File: src/rtl/core/bfpu_pkg.sv
// shared types and constants for the bit field packer and unpacker
package bfpu_pkg;

   localparam int STORE_BYTES    = 1024;
   localparam int MAX_FIELD_BITS = 32;
   localparam int ADDR_W         = $clog2(STORE_BYTES);
   localparam int CURSOR_W       = ADDR_W + 3;
   localparam int SIZE_W         = ADDR_W + 1;
   localparam int WIDTH_W        = 6;
   localparam int VALUE_W        = 32;

   typedef enum logic [2:0] {
      CMD_WRITE_FIELD = 3'd0,
      CMD_READ_FIELD  = 3'd1,
      CMD_REWIND      = 3'd2,
      CMD_RESET       = 3'd3,
      CMD_LOAD_BYTE   = 3'd4,
      CMD_FETCH_BYTE  = 3'd5
   } cmd_type;

   typedef enum logic [1:0] {
      STAT_OK        = 2'd0,
      STAT_BAD_WIDTH = 2'd1,
      STAT_NO_ROOM   = 2'd2
   } status_type;

   typedef enum logic [1:0] {
      MEM_WALK = 2'd0,
      MEM_NEXT = 2'd1,
      MEM_REQ  = 2'd2
   } mem_src_type;

   typedef struct packed {
      cmd_type              command;
      logic [WIDTH_W-1:0]   field_width;
      logic                 sign_extend;
      logic [VALUE_W-1:0]   field_value;
      logic [9:0]           byte_address;
      logic [7:0]           byte_data;
   } req_type;

   typedef struct packed {
      logic [VALUE_W-1:0]   read_value;
      status_type           status;
      logic [10:0]          bytes_written;
      logic [10:0]          bytes_consumed;
      logic [12:0]          cursor_bit;
   } rsp_type;

   // controller to datapath
   typedef struct packed {
      logic        capture;
      logic        execute;
      logic        mem_rd;
      logic        mem_wr;
      mem_src_type mem_src;
      logic        walk_step;
      logic        walk_acc;
      logic        take_fetch;
      logic        load_rsp;
   } ctrl_cmd_type;

   // datapath to controller
   typedef struct packed {
      cmd_type    command;
      status_type check;
      logic       mid_byte;
      logic       step_last;
   } dp_stat_type;

endpackage

File: src/rtl/core/bfpu_ctrl.sv
// sequencer for field, byte and cursor commands
module bfpu_ctrl (
   input  logic                  clock,
   input  logic                  reset,
   input  logic                  req_valid,
   output logic                  req_ready,
   output logic                  rsp_valid,
   input  logic                  rsp_ready,
   input  bfpu_pkg::dp_stat_type stat,
   output bfpu_pkg::ctrl_cmd_type cmd
);
   import bfpu_pkg::*;

   typedef enum logic [2:0] {
      S_IDLE,
      S_EXEC,
      S_WR_READ,
      S_WR_STEP,
      S_RD_READ,
      S_RD_STEP,
      S_FETCH,
      S_FINISH
   } state_type;

   state_type state_ff, state_in;
   logic      req_ready_ff;
   logic      rsp_valid_ff, rsp_valid_in;

   always_comb begin
      state_in    = state_ff;
      cmd         = '0;
      cmd.mem_src = MEM_WALK;
      unique case (state_ff)
         S_IDLE: begin
            if (req_valid && req_ready_ff) begin
               cmd.capture = 1'b1;
               state_in    = S_EXEC;
            end
         end
         S_EXEC: begin
            cmd.execute = 1'b1;
            unique case (stat.command)
               CMD_WRITE_FIELD: begin
                  if (stat.check != STAT_OK)
                     state_in = S_FINISH;
                  else if (stat.mid_byte)
                     state_in = S_WR_READ;
                  else
                     state_in = S_WR_STEP;
               end
               CMD_READ_FIELD: begin
                  state_in = (stat.check != STAT_OK) ? S_FINISH : S_RD_READ;
               end
               CMD_LOAD_BYTE: begin
                  cmd.mem_wr  = 1'b1;
                  cmd.mem_src = MEM_REQ;
                  state_in    = S_FINISH;
               end
               CMD_FETCH_BYTE: begin
                  cmd.mem_rd  = 1'b1;
                  cmd.mem_src = MEM_REQ;
                  state_in    = S_FETCH;
               end
               default: begin
                  state_in = S_FINISH;
               end
            endcase
         end
         S_WR_READ: begin
            // partly used byte needs its old bits
            cmd.mem_rd = 1'b1;
            state_in   = S_WR_STEP;
         end
         S_WR_STEP: begin
            cmd.mem_wr    = 1'b1;
            cmd.walk_step = 1'b1;
            if (stat.step_last)
               state_in = S_FINISH;
         end
         S_RD_READ: begin
            cmd.mem_rd = 1'b1;
            state_in   = S_RD_STEP;
         end
         S_RD_STEP: begin
            cmd.walk_step = 1'b1;
            cmd.walk_acc  = 1'b1;
            if (stat.step_last) begin
               state_in = S_FINISH;
            end else begin
               // fetch the following byte while this one is merged
               cmd.mem_rd  = 1'b1;
               cmd.mem_src = MEM_NEXT;
            end
         end
         S_FETCH: begin
            cmd.take_fetch = 1'b1;
            state_in       = S_FINISH;
         end
         S_FINISH: begin
            if (!rsp_valid_ff || rsp_ready) begin
               cmd.load_rsp = 1'b1;
               state_in     = S_IDLE;
            end
         end
         default: begin
            state_in = S_IDLE;
         end
      endcase
   end

   always_comb begin
      if (cmd.load_rsp)
         rsp_valid_in = 1'b1;
      else if (rsp_ready)
         rsp_valid_in = 1'b0;
      else
         rsp_valid_in = rsp_valid_ff;
   end

   always_ff @(posedge clock) begin
      if (reset) begin
         state_ff     <= S_IDLE;
         req_ready_ff <= 1'b1;
         rsp_valid_ff <= 1'b0;
      end else begin
         state_ff     <= state_in;
         req_ready_ff <= (state_in == S_IDLE);
         rsp_valid_ff <= rsp_valid_in;
      end
   end

   assign req_ready = req_ready_ff;
   assign rsp_valid = rsp_valid_ff;

   a_accept_idle: assert property (@(posedge clock) disable iff (reset)
      (req_valid && req_ready) |-> (state_ff == S_IDLE))
      else $error("word accepted outside idle");

   a_no_overwrite: assert property (@(posedge clock) disable iff (reset)
      cmd.load_rsp |-> (!rsp_valid_ff || rsp_ready))
      else $error("pending result overwritten");

   a_one_mem_op: assert property (@(posedge clock) disable iff (reset)
      !(cmd.mem_rd && cmd.mem_wr))
      else $error("store read and write in one cycle");

endmodule

File: config.mk
export PLATFORM = sky130hd
export DESIGN_NAME = bfpu_ctrl
export DESIGN_NICKNAME = d
export VERILOG_FILES = /design/src/rtl/core/bfpu_pkg.sv /design/src/rtl/core/bfpu_ctrl.sv
export SDC_FILE = /design/constraint.sdc
export NUM_CORES = 1
export LEC_CHECK = 0
export BUFFER_PORTS_ARGS = -buffer_cell sky130_fd_sc_hd__buf_4
export CORE_AREA = 2 2 39 41
export DETAILED_ROUTE_END_ITERATION = 10
export DIE_AREA = 0 0 41 43
export MAX_ROUTING_LAYER = met4
export PLACE_DENSITY = 0.63
export SLEW_MARGIN = 30
export SYNTH_ARGS = -nofsm -noshare
export SYNTH_HDL_FRONTEND = slang
export SYNTH_SLANG_ARGS = --single-unit
File: constraint.sdc
create_clock -name clock -period 1.37 [get_ports clock]
set_clock_uncertainty 0.05 [all_clocks]
set_input_delay 0.137 -clock clock [delete_from_list [all_inputs] [get_ports clock]]
set_output_delay 0.137 -clock clock [all_outputs]
set_load 0.005 [all_outputs]
# Yosys cells after proc, flatten, opt, wreduce, memory -nomap -nowiden
# Cells that the tools add are included.
# word_totals
out_inout_bits	12
reg_bits	5
word_cells	50
# op_classes
reduce_logical	11
mux	26
eq_ne	10
# ops
operator	count
3-bit case mux with 7 select lines	1
3-bit equality test, second input constant	6
1-bit two-way mux	15
3-bit two-way mux	4
3-bit logical NOT	3
3-bit case mux with 3 select lines	1
3-bit by 1-bit equality test with 1-bit output, second input constant	2
3-bit by 2-bit equality test with 1-bit output, second input constant	2
2-bit OR reduction	3
2-bit two-way mux	2
2-bit case mux with 2 select lines	1
2-bit nonzero test	2
1-bit case mux with 3 select lines	1
1-bit case mux with 2 select lines	1
1-bit logical AND	1
1-bit logical NOT	1
1-bit logical OR	1

# Logic depth before layout (Yosys ltp)
# depth
word_depth	5
mapped_depth	5

# Worst setup path after synthesis
# No wires, ideal clock.
# synth_path
kind	register -> register
start	register state_ff[2]
end	register req_ready_ff (netlist: req_ready)
path_slack_ns	-0.025
stages_incl_launch_ff	6
required_ns	1.262
setup_time_ns	0.058
t_arrival_ns	1.287
period_less_slack_ns	1.395
cell_sequence	dfxtp_1 > clkbuf_1 > nor2_1 > and2_1 > a211oi_1 > o21a_1
# synth_between
elab_chain_cells	4
word_cells_on_any_way	14
classes_between	eq/ne: 7; mux: 4; reduce/logical: 3
# synth_rtl
element	line	rtl
from (decl)	bfpu_ctrl.sv:25	state_type state_ff, state_in;
from (signal assigned)	bfpu_ctrl.sv:126	state_ff <= state_in;
3-bit equality test / 3-bit by 2-bit equality test with 1-bit output (equally long branches)	bfpu_ctrl.sv:33	unique case (state_ff)
2-bit OR reduction (no line)	n/a	
3-bit case mux with 7 select lines (*)	bfpu_ctrl.sv:33	
3-bit logical NOT (*)	bfpu_ctrl.sv:127	req_ready_ff <= (state_in == S_IDLE);
to (signal assigned)	bfpu_ctrl.sv:127	
to (decl)	bfpu_ctrl.sv:26	logic req_ready_ff;
# Every way passes the cells marked *; elsewhere a longest branch is shown, timed or not.
# A chain may end at the register's enable or synchronous reset.

# Worst setup path in the final report
# Ends and elaborated chain as after synthesis.

==> impl_metrics.tcl <==
set metrics [dict create \
    insertion_delay_ps 230 \
    worstMarginPinSlew_ps 312 \
    dr.first_iter.drc_count 3 \
    fin_crit_ps 1400 \
    cp-startpoint "state_ff[2]$_SDFF_PP0_" \
    dp_slack_ps -210 \
    crit_fanout 5 \
    clock_sinks 5 \
    fin_ws_ps -34.2 \
    cts_max_level 1 \
    cts_setup_buffers 0 \
    hp-class "in2reg" \
    core_sq_um 1380 \
    netlist_top_cells_area "dfxtp_1 26%, o21a_1 9.6%, nor2_1 5.8%, a21oi_1 5.1%, a31oi_1 4.8%" \
    critical-path-max-stage-delay_ps 360 \
    period_share_pct 102 \
    netlist_area_sq_um 389 \
    yosysMostFrequentCell "nor2_1" \
    clock.fmax_ghz 0.712 \
    synth-edff-count 0 \
    fin_util_pct 49.3 \
    antenna_found_initial 0 \
    die_w_um 41 \
    synth_seq_cells 5 \
    fillers 136 \
    avgSynthCellArea_sq_um 7.34 \
    critPathKind "reg2reg" \
    avgRoutedWirePerCell_um 10.9 \
    cp_cell_sequence "buf_4 -> a31oi_1 -> a21oi_2 -> o41ai_2 -> o21a_1" \
    slew_headroom_pct 79.1 \
    portBuffers 22 \
    yosysSeqAreaShare_pct 25.7 \
    endpoint "req_ready$_SDFF_PP1_" \
    ys.flop_type "dfxtp_1" \
    cellPowerDensity_nw_per_um2 1970 \
    rsz0062_at_grt "true" \
    setup_viol 3 \
    ff2ff_setup_slack_ps -30 \
    area_delta_synth_final_pct 75.2 \
    cts_buffer_depth 2 \
    max_cap_violations 0 \
    finalSetupTns_ps -80.0 \
    grt-ovfl-total 0 \
    synth_cell_type_count 24 \
    grt_use_total_pct 14.0 \
    vias 475 \
    r2r_start "state_ff[2]$_SDFF_PP0_" \
    clk_pin_slew_worst_paths_ps 40 \
    ir_drop_mv 0.888 \
    syn_nets 64 \
    reg2reg_depth 5 \
    violations "setup timing" \
    maxSlewViolCount 0 \
    worstSetupEndpointType "register" \
    fin_nets 94 \
    cts_buffers 3 \
    avgViaCountPerCell 4.85 \
    initial_core_util_pct 28.1 \
    hold_slack_ps 40.8 \
    cts_tree "built" \
    hpwl_um 843 \
    first_pass_iters 4 \
    root_buffer "clkbuf_4" \
    num_rows 14 \
    grt_pass1_wl_mm 1.66 \
    die_area_sq_um 1760 \
    drt_wl_total_mm 1.07 \
    critical_path_arrival_ps 1530 \
    drive_gt1_share_pct 53.7 \
    cp.required_ps 1500 \
    power.leakage_nw 0.329 \
    ant_nets 0 \
    grt_max_degree 8 \
    die_y_um 43 \
    synthCells 53 \
    startpoint_type "register" \
    synth_largest_area_cell "dfxtp_1" \
    holdBufCountCts 0 \
    finalHoldViolCount 0 \
    synth_warnings 0 \
    slowest_stage "dfxtp_4" \
    drc_errors 0 \
    outcome "complete, but fails checks" \
    synth_common_cells "6 x nor2_1, 5 x dfxtp_1, 5 x o21a_1" \
    gp_congestion 0.792 \
    io_pins 23 \
    async_flop_share_pct 0 \
    grt_pass1_vias 445 \
    diodes 0 \
    yosysTopAreaCellShare_pct 25.7 \
    r2r-end "req_ready$_SDFF_PP1_" \
]
## per-stage QoR
| step | power, mW | area, sq um | std cells |
|---|---|---|---|
| final | 1.35 | 682 | 98 |
| after global routing | 1.46 | 682 | 98 |
| after CTS | 1.31 | 666 | 98 |
| after detailed placement | 1.05 | 608 | 94 |
| after global placement | 1.05 | 608 | 94 |
| after floorplan | 0.698 | 390 | 53 |
## report_power, final
part | internal [mW] | leakage (nW) | switching, mW | total (mW)
clock | 0.110 | 0.0150 | 0.0527 | 0.162
combinational | 0.491 | 0.271 | 0.396 | 0.886
sequential | 0.224 | 0.0427 | 0.0734 | 0.297
## cell type report
| class | instances | area [sq um] | share of cell area [%] |
|---|---|---|---|
| Multi-Input combinational cell | 40 | 284 | 41.7 |
| Tap cell | 16 | 20.0 | 2.94 |
| Inverter | 4 | 15.0 | 2.20 |
| Sequential cell | 5 | 108 | 15.8 |
| Clock buffer | 4 | 26.3 | 3.85 |
| Timing Repair Buffer | 29 | 229 | 33.6 |
## how the worst min path moves through the flow
stage          startpoint                      to  cells after the start
2_1_floorplan       reset  rsp_valid$_SDFFE_PP0P_                      1
3_3_place_gp        reset  rsp_valid$_SDFFE_PP0P_                      2
3_5_place_dp        reset  rsp_valid$_SDFFE_PP0P_                      2
4_1_cts             reset  rsp_valid$_SDFFE_PP0P_                      2
5_1_grt             reset  state_ff[0]$_SDFF_PP0_                      2
6_report            reset  rsp_valid$_SDFFE_PP0P_                      2
## placed cells by master (no fill, tap or decap)
cell type	instances
a211oi_1	1
nor3_1	1
o21a_1	5
nor3_2	1
and3_1	2
nor2_1	5
and3_4	1
xor2_1	1
clkbuf_1	1
a31oi_2	1
dfxtp_1	3
nand3_1	1
a31oi_1	2
and2_4	1
o21ai_1	1
nand2b_1	2
or4_4	1
nor3b_1	1
dfxtp_4	2
a21oi_2	1
a41o_2	1
buf_6	3
a21oi_1	3
buf_4	26
inv_1	4
nand2_1	3
o221ai_1	1
o41ai_2	1
nor2_4	1
and2b_2	1
clkbuf_4	3
and2_1	1
## timing repair
item,CTS,global route
pin swaps,1,0
resized for setup,9,6
endpoints found under the setup margin,6,8
## worst max-delay path: cells and delay by family (launching register included)
kind / cells / cell delay [ps]
compound gates: 4 / 790
flops: 1 / 360
buf+inv: 1 / 160
## cells by family after synthesis
logic type / count (synthesis) / synth area share, %
XOR/XNOR: 1 / 2.25
AO/OA/AOI/OAI: 17 / 32.2
AND/OR/NAND/NOR: 22 / 31.2
flip-flops: 5 / 25.7
buffers and inverters: 8 / 8.68
## flip-flops by register name, indices dropped and copies added, names as in the netlist
register   cells
req_ready      1
rsp_valid      1
state_ff       3
## metal layers
metal | track usage, % | up-vias | part of all wire [%]
li1 | - | 249 | -
met1 | 16.0 | 220 | 42
met2 | 21.3 | 6 | 55
met3 | 3.14 | 0 | 2.7
met4 | 8.00 | 0 | 0
met5 | - | - | 0
Note: power is estimated with default switching activity, not from simulation.
